`src/rtl/cmfs_pkg.sv`:
```
package cmfs_pkg;

    // Field widths of the channels
    localparam int DIR_W  = 16;
    localparam int FACE_W = 3;
    localparam int TEX_W  = 16;

    // Arithmetic widths
    localparam int COORD_BITS = 16;
    localparam int UV_BITS    = 16;
    localparam int MAG_W      = COORD_BITS;       // |c| up to 2^(COORD_BITS-1)
    localparam int NUM_W      = COORD_BITS + 1;   // c + m up to 2m
    localparam int EXT_W      = COORD_BITS + 2;   // signed room for m - c
    localparam int QUO_W      = UV_BITS + 1;      // raw quotient floor(N * 2^UV / m)
    localparam int DIV_STAGES = QUO_W;            // one quotient bit per stage

    localparam logic [UV_BITS-1:0] UV_MID = UV_BITS'(1) << (UV_BITS - 1);

    // Queue between front and back
    localparam int QUEUE_DEPTH = 2;
    localparam int QUEUE_AW    = (QUEUE_DEPTH > 1) ? $clog2(QUEUE_DEPTH) : 1;
    localparam int QUEUE_CW    = $clog2(QUEUE_DEPTH + 1);

    typedef enum logic [FACE_W-1:0] {
        FACE_POS_X = 3'd0,
        FACE_NEG_X = 3'd1,
        FACE_POS_Y = 3'd2,
        FACE_NEG_Y = 3'd3,
        FACE_POS_Z = 3'd4,
        FACE_NEG_Z = 3'd5
    } face_t;

    // Classified item handed from front to back
    typedef struct packed {
        face_t            face;
        logic             degenerate;
        logic [MAG_W-1:0] mag;
        logic [NUM_W-1:0] num_u;
        logic [NUM_W-1:0] num_v;
    } cmfs_job_t;

    // One divider stage's state
    typedef struct packed {
        face_t            face;
        logic             degenerate;
        logic [MAG_W-1:0] mag;
        logic [NUM_W-1:0] rem_u;
        logic [NUM_W-1:0] rem_v;
        logic [QUO_W-1:0] quo_u;
        logic [QUO_W-1:0] quo_v;
    } cmfs_div_t;

endpackage

```
`src/rtl/cmfs_dir_if.sv`:
```
interface cmfs_dir_if;
    import cmfs_pkg::*;

    logic                    valid;
    logic                    ready;
    logic signed [DIR_W-1:0] dir_x;
    logic signed [DIR_W-1:0] dir_y;
    logic signed [DIR_W-1:0] dir_z;

    modport source (output valid, output dir_x, output dir_y, output dir_z, input ready);
    modport sink   (input valid, input dir_x, input dir_y, input dir_z, output ready);
endinterface

```
`src/rtl/cmfs_tex_if.sv`:
```
interface cmfs_tex_if;
    import cmfs_pkg::*;

    logic              valid;
    logic              ready;
    logic [FACE_W-1:0] face;
    logic [TEX_W-1:0]  tex_u;
    logic [TEX_W-1:0]  tex_v;
    logic              degenerate;

    modport source (output valid, output face, output tex_u, output tex_v,
                    output degenerate, input ready);
    modport sink   (input valid, input face, input tex_u, input tex_v,
                    input degenerate, output ready);
endinterface

```
`src/rtl/cmfs_front.sv`:
```
module cmfs_front (
    input  logic                clk,
    input  logic                rst_n,
    cmfs_dir_if.sink            dir,
    output logic                job_valid,
    input  logic                job_ready,
    output cmfs_pkg::cmfs_job_t job
);
    import cmfs_pkg::*;

    logic signed [COORD_BITS-1:0] x;
    logic signed [COORD_BITS-1:0] y;
    logic signed [COORD_BITS-1:0] z;
    logic [MAG_W-1:0]             ax;
    logic [MAG_W-1:0]             ay;
    logic [MAG_W-1:0]             az;
    logic signed [EXT_W-1:0]      xe;
    logic signed [EXT_W-1:0]      ye;
    logic signed [EXT_W-1:0]      ze;
    logic signed [EXT_W-1:0]      me;
    logic signed [EXT_W-1:0]      ue;
    logic signed [EXT_W-1:0]      ve;
    logic [MAG_W-1:0]             mag;
    logic                         sel_x;
    logic                         sel_y;
    logic                         degen;
    face_t                        face;
    cmfs_job_t                    job_next;
    cmfs_job_t                    job_reg;
    logic                         valid_reg;

    function automatic logic [MAG_W-1:0] magnitude(input logic signed [COORD_BITS-1:0] v);
        // -most_negative wraps to the right unsigned pattern
        return v[COORD_BITS-1] ? MAG_W'(-v) : MAG_W'(v);
    endfunction

    assign x  = dir.dir_x[COORD_BITS-1:0];
    assign y  = dir.dir_y[COORD_BITS-1:0];
    assign z  = dir.dir_z[COORD_BITS-1:0];
    assign ax = magnitude(x);
    assign ay = magnitude(y);
    assign az = magnitude(z);
    assign xe = EXT_W'(x);
    assign ye = EXT_W'(y);
    assign ze = EXT_W'(z);

    always_comb
    begin
        degen = (ax == '0) && (ay == '0) && (az == '0);
        sel_x = (ax >= ay) && (ax >= az);
        sel_y = !sel_x && (ay >= az);
        mag   = az;
        face  = FACE_POS_Z;
        ue    = '0;
        ve    = '0;
        if (sel_x)
        begin
            mag = ax;
        end
        else if (sel_y)
        begin
            mag = ay;
        end
        me = EXT_W'(mag);
        // numerators are c + m, always in 0..2m
        if (sel_x)
        begin
            ve = me + ye;
            if (x > 0)
            begin
                face = FACE_POS_X;
                ue   = me - ze;
            end
            else
            begin
                face = FACE_NEG_X;
                ue   = me + ze;
            end
        end
        else if (sel_y)
        begin
            ue = me + xe;
            if (y > 0)
            begin
                face = FACE_POS_Y;
                ve   = me - ze;
            end
            else
            begin
                face = FACE_NEG_Y;
                ve   = me + ze;
            end
        end
        else
        begin
            ve = me + ye;
            if (z > 0)
            begin
                face = FACE_POS_Z;
                ue   = me + xe;
            end
            else
            begin
                face = FACE_NEG_Z;
                ue   = me - xe;
            end
        end
        if (degen)
        begin
            face = FACE_POS_X;
        end
        job_next.face       = face;
        job_next.degenerate = degen;
        job_next.mag        = mag;
        job_next.num_u      = ue[NUM_W-1:0];
        job_next.num_v      = ve[NUM_W-1:0];
    end

    assign dir.ready = !valid_reg || job_ready;

    always_ff @(posedge clk or negedge rst_n)
    begin
        if (!rst_n)
        begin
            valid_reg <= 1'b0;
        end
        else if (dir.ready)
        begin
            valid_reg <= dir.valid;
        end
    end

    always_ff @(posedge clk)
    begin
        if (dir.valid && dir.ready)
        begin
            job_reg <= job_next;
        end
    end

    assign job_valid = valid_reg;
    assign job       = job_reg;

endmodule

```
`src/rtl/cmfs_queue.sv`:
```
module cmfs_queue (
    input  logic                clk,
    input  logic                rst_n,
    input  logic                in_valid,
    output logic                in_ready,
    input  cmfs_pkg::cmfs_job_t in_data,
    output logic                out_valid,
    input  logic                out_ready,
    output cmfs_pkg::cmfs_job_t out_data
);
    import cmfs_pkg::*;

    cmfs_job_t               mem [QUEUE_DEPTH];
    logic [QUEUE_AW-1:0]     wr_ptr_reg;
    logic [QUEUE_AW-1:0]     wr_ptr_next;
    logic [QUEUE_AW-1:0]     rd_ptr_reg;
    logic [QUEUE_AW-1:0]     rd_ptr_next;
    logic [QUEUE_CW-1:0]     count_reg;
    logic [QUEUE_CW-1:0]     count_next;
    logic                    push;
    logic                    pop;

    assign in_ready  = (count_reg != QUEUE_CW'(QUEUE_DEPTH));
    assign out_valid = (count_reg != '0);
    assign push      = in_valid && in_ready;
    assign pop       = out_valid && out_ready;
    assign out_data  = mem[rd_ptr_reg];

    always_comb
    begin
        wr_ptr_next = wr_ptr_reg;
        rd_ptr_next = rd_ptr_reg;
        count_next  = count_reg;
        if (push)
        begin
            wr_ptr_next = (wr_ptr_reg == QUEUE_AW'(QUEUE_DEPTH - 1)) ? '0
                                                                     : wr_ptr_reg + 1'b1;
        end
        if (pop)
        begin
            rd_ptr_next = (rd_ptr_reg == QUEUE_AW'(QUEUE_DEPTH - 1)) ? '0
                                                                     : rd_ptr_reg + 1'b1;
        end
        if (push && !pop)
        begin
            count_next = count_reg + 1'b1;
        end
        else if (pop && !push)
        begin
            count_next = count_reg - 1'b1;
        end
    end

    always_ff @(posedge clk or negedge rst_n)
    begin
        if (!rst_n)
        begin
            wr_ptr_reg <= '0;
            rd_ptr_reg <= '0;
            count_reg  <= '0;
        end
        else
        begin
            wr_ptr_reg <= wr_ptr_next;
            rd_ptr_reg <= rd_ptr_next;
            count_reg  <= count_next;
        end
    end

    always_ff @(posedge clk)
    begin
        if (push)
        begin
            mem[wr_ptr_reg] <= in_data;
        end
    end

endmodule

```
`src/rtl/cmfs_back.sv`:
```
module cmfs_back (
    input  logic                clk,
    input  logic                rst_n,
    input  logic                job_valid,
    output logic                job_ready,
    input  cmfs_pkg::cmfs_job_t job,
    cmfs_tex_if.source          tex
);
    import cmfs_pkg::*;

    cmfs_div_t          stage_src   [DIV_STAGES];
    logic               src_vld     [DIV_STAGES];
    cmfs_div_t          stage_next  [DIV_STAGES];
    cmfs_div_t          stage_reg   [DIV_STAGES];
    logic               stage_vld_reg [DIV_STAGES];

    logic               advance;
    cmfs_div_t          last;
    logic [QUO_W:0]     sum_u;
    logic [QUO_W:0]     sum_v;
    logic [QUO_W-1:0]   rnd_u;
    logic [QUO_W-1:0]   rnd_v;
    logic [UV_BITS-1:0] coord_u;
    logic [UV_BITS-1:0] coord_v;

    logic               out_valid_reg;
    face_t              face_reg;
    logic [TEX_W-1:0]   tex_u_reg;
    logic [TEX_W-1:0]   tex_v_reg;
    logic               degenerate_reg;

    // whole pipe moves together whenever the output slot frees up
    assign advance   = !out_valid_reg || tex.ready;
    assign job_ready = advance;

    for (genvar i = 0; i < DIV_STAGES; i++)
    begin : g_div
        logic [NUM_W-1:0] dvs;
        logic             fit_u;
        logic             fit_v;

        if (i == 0)
        begin : g_first
            always_comb
            begin
                stage_src[i].face       = job.face;
                stage_src[i].degenerate = job.degenerate;
                stage_src[i].mag        = job.mag;
                stage_src[i].rem_u      = job.num_u;
                stage_src[i].rem_v      = job.num_v;
                stage_src[i].quo_u      = '0;
                stage_src[i].quo_v      = '0;
            end
            assign src_vld[i] = job_valid;
        end
        else
        begin : g_rest
            always_comb
            begin
                stage_src[i]       = stage_reg[i-1];
                stage_src[i].rem_u = {stage_reg[i-1].rem_u[NUM_W-2:0], 1'b0};
                stage_src[i].rem_v = {stage_reg[i-1].rem_v[NUM_W-2:0], 1'b0};
            end
            assign src_vld[i] = stage_vld_reg[i-1];
        end

        // restoring step: one quotient bit for u and for v
        assign dvs   = {1'b0, stage_src[i].mag};
        assign fit_u = (stage_src[i].rem_u >= dvs);
        assign fit_v = (stage_src[i].rem_v >= dvs);

        always_comb
        begin
            stage_next[i]       = stage_src[i];
            stage_next[i].rem_u = fit_u ? stage_src[i].rem_u - dvs : stage_src[i].rem_u;
            stage_next[i].rem_v = fit_v ? stage_src[i].rem_v - dvs : stage_src[i].rem_v;
            stage_next[i].quo_u = {stage_src[i].quo_u[QUO_W-2:0], fit_u};
            stage_next[i].quo_v = {stage_src[i].quo_v[QUO_W-2:0], fit_v};
        end

        always_ff @(posedge clk or negedge rst_n)
        begin
            if (!rst_n)
            begin
                stage_vld_reg[i] <= 1'b0;
            end
            else if (advance)
            begin
                stage_vld_reg[i] <= src_vld[i];
            end
        end

        always_ff @(posedge clk)
        begin
            if (advance && src_vld[i])
            begin
                stage_reg[i] <= stage_next[i];
            end
        end
    end

    // round half up: (floor(N*2^UV/m) + 1) / 2, then saturate
    assign last    = stage_reg[DIV_STAGES-1];
    assign sum_u   = {1'b0, last.quo_u} + (QUO_W+1)'(1);
    assign sum_v   = {1'b0, last.quo_v} + (QUO_W+1)'(1);
    assign rnd_u   = sum_u[QUO_W:1];
    assign rnd_v   = sum_v[QUO_W:1];
    assign coord_u = rnd_u[UV_BITS] ? '1 : rnd_u[UV_BITS-1:0];
    assign coord_v = rnd_v[UV_BITS] ? '1 : rnd_v[UV_BITS-1:0];

    always_ff @(posedge clk or negedge rst_n)
    begin
        if (!rst_n)
        begin
            out_valid_reg <= 1'b0;
        end
        else if (advance)
        begin
            out_valid_reg <= stage_vld_reg[DIV_STAGES-1];
        end
    end

    always_ff @(posedge clk)
    begin
        if (advance && stage_vld_reg[DIV_STAGES-1])
        begin
            face_reg       <= last.face;
            degenerate_reg <= last.degenerate;
            tex_u_reg      <= last.degenerate ? TEX_W'(UV_MID) : TEX_W'(coord_u);
            tex_v_reg      <= last.degenerate ? TEX_W'(UV_MID) : TEX_W'(coord_v);
        end
    end

    assign tex.valid      = out_valid_reg;
    assign tex.face       = face_reg;
    assign tex.tex_u      = tex_u_reg;
    assign tex.tex_v      = tex_v_reg;
    assign tex.degenerate = degenerate_reg;

endmodule

```
`src/rtl/cube_map_face_uv_select_unit.sv`:
```
// Path: a dir beat passes through 1 front register, 1 queue slot, 17 divider stages
//   and 1 output register before it is taken as a tex beat; a tex stall holds the
//   back pipe in place.
// Throughput: one beat per cycle while tex does not stall; the 17-stage pipelined divider,
//   one quotient bit per stage for u and v side by side, takes a new item every cycle it advances.
// Reset: rst_n async, active low; clears valid flags, queue pointers and count.
//   Payload registers are not reset.
module cube_map_face_uv_select_unit (
    input  logic       clk,
    input  logic       rst_n,
    cmfs_dir_if.sink   dir,
    cmfs_tex_if.source tex
);
    import cmfs_pkg::*;

    // Front: abs of each axis, major-axis pick (X over Y over Z on ties),
    // face code and the two numerators c + m, registered.
    logic      front_valid;
    logic      front_ready;
    cmfs_job_t front_job;

    // Queue output feeding the divider pipe
    logic      back_valid;
    logic      back_ready;
    cmfs_job_t back_job;

    cmfs_front u_front (
        .clk       (clk),
        .rst_n     (rst_n),
        .dir       (dir),
        .job_valid (front_valid),
        .job_ready (front_ready),
        .job       (front_job)
    );

    // Short queue decouples classification from the divider so a stalled
    // tex sink does not ripple straight back to dir in the same cycle.
    cmfs_queue u_queue (
        .clk       (clk),
        .rst_n     (rst_n),
        .in_valid  (front_valid),
        .in_ready  (front_ready),
        .in_data   (front_job),
        .out_valid (back_valid),
        .out_ready (back_ready),
        .out_data  (back_job)
    );

    // Back: coord = round((c/m + 1)/2 * 2^UV), saturated; a zero vector
    // gives the face-center value and the degenerate flag.
    cmfs_back u_back (
        .clk       (clk),
        .rst_n     (rst_n),
        .job_valid (back_valid),
        .job_ready (back_ready),
        .job       (back_job),
        .tex       (tex)
    );

endmodule
```
`src/flat_wrapper.sv`:
```
// flat-port wrapper written by rule: the top's interface ports become plain ports
module cube_map_face_uv_select_unit_flat import cmfs_pkg::*;
  (clk, rst_n, dir_valid, dir_dir_x, dir_dir_y, dir_dir_z, dir_ready, tex_valid, tex_face, tex_tex_u, tex_tex_v, tex_degenerate, tex_ready);
  cmfs_dir_if dir_i ();
  cmfs_tex_if tex_i ();
  input  logic clk;
  input  logic rst_n;
  input wire logic [$bits(dir_i.valid)-1:0] dir_valid;
  input wire logic [$bits(dir_i.dir_x)-1:0] dir_dir_x;
  input wire logic [$bits(dir_i.dir_y)-1:0] dir_dir_y;
  input wire logic [$bits(dir_i.dir_z)-1:0] dir_dir_z;
  output wire logic [$bits(dir_i.ready)-1:0] dir_ready;
  output wire logic [$bits(tex_i.valid)-1:0] tex_valid;
  output wire logic [$bits(tex_i.face)-1:0] tex_face;
  output wire logic [$bits(tex_i.tex_u)-1:0] tex_tex_u;
  output wire logic [$bits(tex_i.tex_v)-1:0] tex_tex_v;
  output wire logic [$bits(tex_i.degenerate)-1:0] tex_degenerate;
  input wire logic [$bits(tex_i.ready)-1:0] tex_ready;
  assign dir_i.valid = dir_valid;
  assign dir_i.dir_x = dir_dir_x;
  assign dir_i.dir_y = dir_dir_y;
  assign dir_i.dir_z = dir_dir_z;
  assign dir_ready = dir_i.ready;
  assign tex_valid = tex_i.valid;
  assign tex_face = tex_i.face;
  assign tex_tex_u = tex_i.tex_u;
  assign tex_tex_v = tex_i.tex_v;
  assign tex_degenerate = tex_i.degenerate;
  assign tex_i.ready = tex_ready;
  cube_map_face_uv_select_unit u_core (.clk(clk), .rst_n(rst_n), .dir(dir_i), .tex(tex_i));
endmodule
```
`config.mk`:
```
export PLATFORM = sky130hd
export DESIGN_NAME = cube_map_face_uv_select_unit_flat
export DESIGN_NICKNAME = d
export VERILOG_FILES = /design/src/rtl/cmfs_pkg.sv /design/src/rtl/cmfs_dir_if.sv /design/src/rtl/cmfs_tex_if.sv /design/src/rtl/cmfs_front.sv /design/src/rtl/cmfs_queue.sv /design/src/rtl/cmfs_back.sv /design/src/rtl/cube_map_face_uv_select_unit.sv /design/src/flat_wrapper.sv
export SDC_FILE = /design/constraint.sdc
export NUM_CORES = 2
export LEC_CHECK = 0
export ABC_AREA = 1
export CAP_MARGIN = 30
export CORE_MARGIN = 4
export CORE_UTILIZATION = 40
export CTS_BUF_LIST = sky130_fd_sc_hd__clkbuf_2 sky130_fd_sc_hd__clkbuf_4 sky130_fd_sc_hd__clkbuf_8
export CTS_CLUSTER_DIAMETER = 120
export DETAILED_ROUTE_END_ITERATION = 10
export DONT_BUFFER_PORTS = 1
export PLACE_DENSITY = 0.55
export SLEW_MARGIN = 20
export SYNTH_ARGS = -nofsm -noshare
export SYNTH_HDL_FRONTEND = slang
export SYNTH_SLANG_ARGS = --single-unit
```
`constraint.sdc`:
```
create_clock -name clk -period 8.61 [get_ports clk]
set_input_delay 1.722 -clock clk [delete_from_list [all_inputs] [get_ports clk]]
set_output_delay 1.722 -clock clk [all_outputs]
set_load 0.005 [all_outputs]
```
### After elaboration in Yosys (flattened, before gate mapping)

Memory sizes are Yosys's and may differ from the RTL's.
Cells that the tools add are included.

* add/sub/neg operators: 48
* magnitude comparators: 40
* equality and inequality tests: 1
* muxes and demuxes: 93
* reductions and logical operators: 40

Operators by type and width (number)
* 17-bit 2-to-1 mux: 41
* 17-bit by 16-bit subtractor with 17-bit output: 36
* 17-bit by 16-bit >= comparator with 1-bit output: 34
* 16-bit 2-to-1 mux: 5
* 17-bit by 16-bit adder with 17-bit output: 3
* 16-bit >= comparator: 3
* 16-bit by 1-bit greater-than comparator with 1-bit output (second input constant): 3
* 16-bit logical NOT: 3
* 16-bit negation: 3
* 1-bit 2-to-1 mux: 41
* 17-bit by 1-bit adder with 18-bit output (second input constant): 2
* 15-bit 2-to-1 mux: 2
* 1-bit logical AND: 26
* 3-bit 2-to-1 mux: 2
* 1-bit logical NOT: 5
* 2-bit 2-to-1 mux: 2
* 2-bit nonzero test: 2
* 2-bit OR reduction: 2
* 1-bit adder (second input constant): 2
* 2-bit by 1-bit adder with 2-bit output (second input constant): 1
* 1-bit logical OR: 2
* 2-bit inequality test (second input constant): 1
* 2-bit by 1-bit subtractor with 2-bit output (second input constant): 1

* register bits: 113
* bits in writable memories: 1604
* input port bits: 52
* output and inout bits: 38
* word-level logic and storage cells: 257
* memories kept: 2

Memory list
* u_core.u_back.stage_reg: depth 17, width 88, rd ports 17, clocked after memory_dff 0, wr ports 17, line cmfs_back.sv:14 `cmfs_div_t stage_reg [DIV_STAGES];`
* u_core.u_queue.mem: depth 2, width 54, rd ports 1, clocked after memory_dff 0, wr ports 1, line cmfs_queue.sv:13 `cmfs_job_t mem [QUEUE_DEPTH];`

### Logic depth before layout (Yosys ltp)

* word-level depth: 12
* mapped depth: 44
* gate-level depth less buffers: 43

### By module

A second synthesis with hierarchy kept.

* cell total of the unflattened synthesis: 11313
* area, all modules: 91985.7 um^2

By module, submodules not included
* cmfs_back: instances 1, cells an instance 9608, area an instance 78647.9 um^2, sequential area each 35824.4 um^2
* cmfs_front: instances 1, cells an instance 1395, area an instance 9165.0 um^2, sequential area each 1646.6 um^2
* cmfs_queue: instances 1, cells an instance 310, area an instance 4172.8 um^2, sequential area each 3343.2 um^2

### Least setup slack after synthesis

No wires, ideal clock.

* kind: input -> register
* start: in dir_dir_y[1]
* end: reg u_core.u_front.job_reg (netlist bit u_core.u_front.job[33]), data pin
* library setup time: 0.256 ns
* arrival: 6.383 ns
* data required time: 8.354 ns
* setup slack: 1.971 ns
* stages on the path: 34
* buffers on the path: 1
* cells stage by stage: inv_1 > ha_1 > inv_1 > nor3_2 > nand3_1 > inv_1 > nand3_1 > nor2_1 > inv_1 > nand2_1 > xor2_1 > inv_1 > ha_1 > nand2_1 > nor2_1 > a211oi_1 > nand3_4 > buf_2 > nand2_1 > nand3_1 > o21ai_0 > inv_1 > fa_1 > o21ai_0 > nand2_1 > nand2_1 > a21oi_1 > o21ai_0 > nand4_1 > nand2_1 > nand2_1 > nor3b_1 > o21ai_0 > nand2_1

* longest elaborated chain between the ends: 12
* elaborated cells between the ends (all ways): 17
* those cells by class: add/sub: 5; order compare: 2; mux: 7; reduce/logical: 3

RTL lines
* start: declaration: line flat_wrapper.sv:10 `input wire logic [$bits(dir_i.dir_y)-1:0] dir_dir_y;`
* 16-bit negation: line cmfs_front.sv:34 `return v[COORD_BITS-1] ? MAG_W'(-v) : MAG_W'(v);`
* 16-bit 2-to-1 mux (*): line cmfs_front.sv:34
* 16-bit >= comparator: line cmfs_front.sv:50 `sel_x = (ax >= ay) && (ax >= az);`
* 1-bit logical AND: line cmfs_front.sv:50
* 1-bit logical NOT: line cmfs_front.sv:51 `sel_y = !sel_x && (ay >= az);`
* 1-bit logical AND: line cmfs_front.sv:51
* 16-bit 2-to-1 mux: line cmfs_front.sv:60 `else if (sel_y)`
* 16-bit 2-to-1 mux (*): line cmfs_front.sv:56 `if (sel_x)`
* named net u_core.u_front.mag[1]: line cmfs_front.sv:23 `logic [MAG_W-1:0] mag;`
* 17-bit by 16-bit subtractor with 17-bit output / 17-bit by 16-bit adder with 17-bit output (equally long branches): line cmfs_front.sv:105, cmfs_front.sv:82, cmfs_front.sv:100
* 17-bit 2-to-1 mux: line cmfs_front.sv:97 `if (z > 0)`
* 17-bit 2-to-1 mux: line cmfs_front.sv:80 `else if (sel_y)`
* 17-bit 2-to-1 mux (*): line cmfs_front.sv:66 `if (sel_x)`
* named net u_core.u_front.ue[16]: line cmfs_front.sv:21 `logic signed [EXT_W-1:0] ue;`
* end signal: assignment: line cmfs_front.sv:137 `job_reg <= job_next;`
* end: declaration: line cmfs_front.sv:29 `cmfs_job_t job_reg;`

Mark *: on every way through the listed nets, which the timed path passes. The rest lies on a longest branch.
A chain may end at the register's enable or synchronous reset.

### Worst setup path after layout

* start: in dir_dir_y[1]
* end: reg u_core.u_front.job_reg (netlist bit u_core.u_front.job[12]), data pin

* longest elaborated chain between the ends: 12
* elaborated cells between the ends (all ways): 16
* those cells by class: add/sub: 4; order compare: 3; mux: 6; reduce/logical: 3

RTL lines
* 16-bit negation: line cmfs_front.sv:34
* 16-bit 2-to-1 mux (*): line cmfs_front.sv:34
* 16-bit >= comparator: line cmfs_front.sv:50
* 1-bit logical AND: line cmfs_front.sv:50
* 1-bit logical NOT: line cmfs_front.sv:51
* 1-bit logical AND: line cmfs_front.sv:51
* 16-bit 2-to-1 mux: line cmfs_front.sv:60
* 16-bit 2-to-1 mux (*): line cmfs_front.sv:56
* named net u_core.u_front.mag[1]: line cmfs_front.sv:23
* 17-bit by 16-bit adder with 17-bit output / 17-bit by 16-bit subtractor with 17-bit output (equally long branches): line cmfs_front.sv:91, cmfs_front.sv:86
* 17-bit 2-to-1 mux: line cmfs_front.sv:83 `if (y > 0)`
* 17-bit 2-to-1 mux: line cmfs_front.sv:80
* 17-bit 2-to-1 mux (*): line cmfs_front.sv:66
* named net u_core.u_front.ve[12]: line cmfs_front.sv:22 `logic signed [EXT_W-1:0] ve;`

Marks and branches as above.

==> results.ini <==
[outcome]
outcome=finished clean

[cells_and_area]
syn2layout_area_growth_pct=10.6
nNetsFinal=8505
drive_gt1_share_pct=6.58
stdcell_count=10452
fillers=18049
largest_register_ffs=1142

[clock_network]
cts.repair.resized=0
cts_buffers=229
clkLatencyLatePin_ns=0.97
cts_hold_buf=0
path_clk_slew_ns=0.06
cts_tree=built
clock_sinks=1363
clockBufferDepth=3
htree_num_levels=4
root_buffer=clkbuf_8
post_cts_buffers=0

[sta]
fin_crit_sh_pct=85.5
rsz0062_at_grt=false
worst_pin_slew_ns=1.11
max_freq_mhz=136
drv_slew=0
relSlewSlack_pct=25.1
finalHoldViolations=0
min_period_ns=7.36
clock_skew_ns=0.0745
setup_violations=0
setup-tns-final_ns=0

[worst_hold_path]
hold_path.class=flip-flop to flip-flop

[yosys]
synth_edf_count=1340
syn-num-nets=8351
syn_inst=7591
synth_area_sq_um=76700
postSynthAreaPerCell_sq_um=10.1
synthFlopType=edfxtp_1
yosysWarningCount=0
synth_cell_types=49
yosysSeqAreaShare_pct=53.2
synthArstFlopShare_pct=1.69
synth-seq-cells=1363

[route]
vias=54511
wl_per_cell_microns=20.0
via_per_inst=5.22
wl_microns=209000
firstDrtPassIters=5
drc_errors=0
ant_nets=0
drt-initial-drc-count=3951

[worst_setup_path]
reg2reg_slack_ns=4.04
worst_ep_arrival_time_ns=8.05
crit_type=primary input to flip-flop
worstSetupStartpointType=primary input
cpMostUsedCell=nand2_1
cp_slowest_cell=o21ai_0
required_ns=9.30
end_kind=flip-flop
max_stage_delay_ns=0.85
critPathMaxFanout=22

[die]
dieArea_sq_um=199000
io_pins=90
rows=160
fp.coreArea_sq_um=190000
die_w_microns=446
die_h_microns=446
initial_utilization_pct=40.3

[grt]
antenna_found_initial=5
grt_pass1_vias=52577
grt_max_degree=78
grt_overflow_total=0
grt_usage_pct=20.8
grt_pass1_wl_microns=318000

[job]
drv_cap=0

[placed_design]
placedCellCount=10019
port_buffers=0
place_congestion=0.913
place_hpwl_microns=164000

==> critical path, delay by kind of cell <==
kind / cells / cell delay [ns]
compound gates: 5 / 1.92
xor+xnor: 1 / 0.34
fa+ha+maj: 2 / 0.83
buf+inv: 4 / 0.65
simple gates: 21 / 2.56
==> layout make-up <==
cell class	instances	area [sq um]	share of cell area, %
diodes	2	5.00	0.00590
clock buffers	304	3750	4.42
flip-flops and latches	1363	40800	48.1
multi-input cells	5358	32600	38.5
inverters	722	2710	3.20
repair buffers	71	666	0.785
clock inverters	121	1120	1.32
well taps	2511	3140	3.70
==> synth_stat cells (5+ instances only) <==
cell type	count	area (sq um)
nand2_1	1782	6690
edfxtp_1	1340	40200
inv_1	696	2610
o21ai_0	683	3420
ha_1	671	8400
a21oi_1	567	2840
xnor2_1	326	2860
nor2_1	324	1220
nand3_1	275	1380
xor2_1	199	1740
nand4_1	105	657
nor3_1	98	490
clkbuf_1	73	274
o21ai_1	66	330
buf_2	63	315
fa_1	37	741
o2111ai_1	32	280
or2_2	26	163
dfrtp_1	23	576
o21bai_1	19	143
nor4_1	18	113
a21o_1	17	128
o41ai_1	16	140
inv_2	15	56.3
a211oi_1	13	97.6
a31oi_1	13	81.3
clkinv_1	10	37.5
o211ai_1	10	75.1
o31ai_1	10	75.1
nand3b_1	9	67.6
nand2_2	8	50.1
a21boi_0	6	45.0
buf_4	5	37.5
==> layout by cell type (no fill, tap or decap), drive strengths merged, types with 32 or more instances in the layout <==
cell type and instances:
edfxtp 1340, clkinv 104, nand2 1792, nand4 105, xor2 199, nor3 99, buf 70, inv 722
nand3 276, fa 37, xnor2 326, o2111ai 32, a21oi 567, nor2 328, clkbuf 305, ha 671
o21ai 750
==> metal layers <==
| layer | share of wire (%) | GRT usage [%] | vias up |
|---|---|---|---|
| li1 | - | - | 26879 |
| met3 | 4.9 | 2.94 | 249 |
| met5 | 0 | 0 | - |
| met4 | 1.9 | 4.81 | 0 |
| met2 | 45 | 33.1 | 1252 |
| met1 | 48 | 30.1 | 26131 |
==> kinds of logic (layout without fill, tap and decap cells) <==
kind of cell               Yosys count  after routing  synth area share, %
DFF                               1363           1363                 53.2
other                                0              2                    0
muxes                                2              2               0.0261
adders and majority gates          708            708                 11.9
xor gates and xnor gates           525            525                 6.00
buffers and inverters              870           1218                 4.43
and+or+nand+nor                   2659           2659                 14.3
AOI/OAI and AO/OA                 1464           1464                 10.1
==> per-stage QoR <==
stage	hold WS [ns]	instance area, sq um	utilization [%]	setup slack (ns)
2_1_floorplan	0.400	76700	-	1.97
3_3_place_gp	0.400	79700	41.9	0.410
3_5_place_dp	0.405	79900	41.9	0.453
4_1_cts	0.285	84700	44.5	1.55
5_1_grt	0.311	84800	44.6	0.992
6_report	0.387	84800	44.6	1.25
==> path summary, 6_finish.rpt <==
kind                                                 start                         endpoint  cells past startpoint
setup / recovery                              dir_dir_y[1]           u_core.u_front.job[12]                     33
hold / removal             u_core.u_back.stage_reg[0][548]  u_core.u_back.stage_reg[0][637]                      0
setup reg to reg                 u_core.u_queue.rd_ptr_reg   u_core.u_back.stage_reg[0][56]                     17
hold reg to reg            u_core.u_back.stage_reg[0][548]  u_core.u_back.stage_reg[0][637]                      0
max in group asynchronous                            rst_n        u_core.u_back.src_vld[10]                      0
min in group asynchronous                            rst_n         u_core.u_back.src_vld[1]                      0
Power is not shown: default switching activity piles up to over one toggle a cycle in this logic, so the estimate is an artifact.
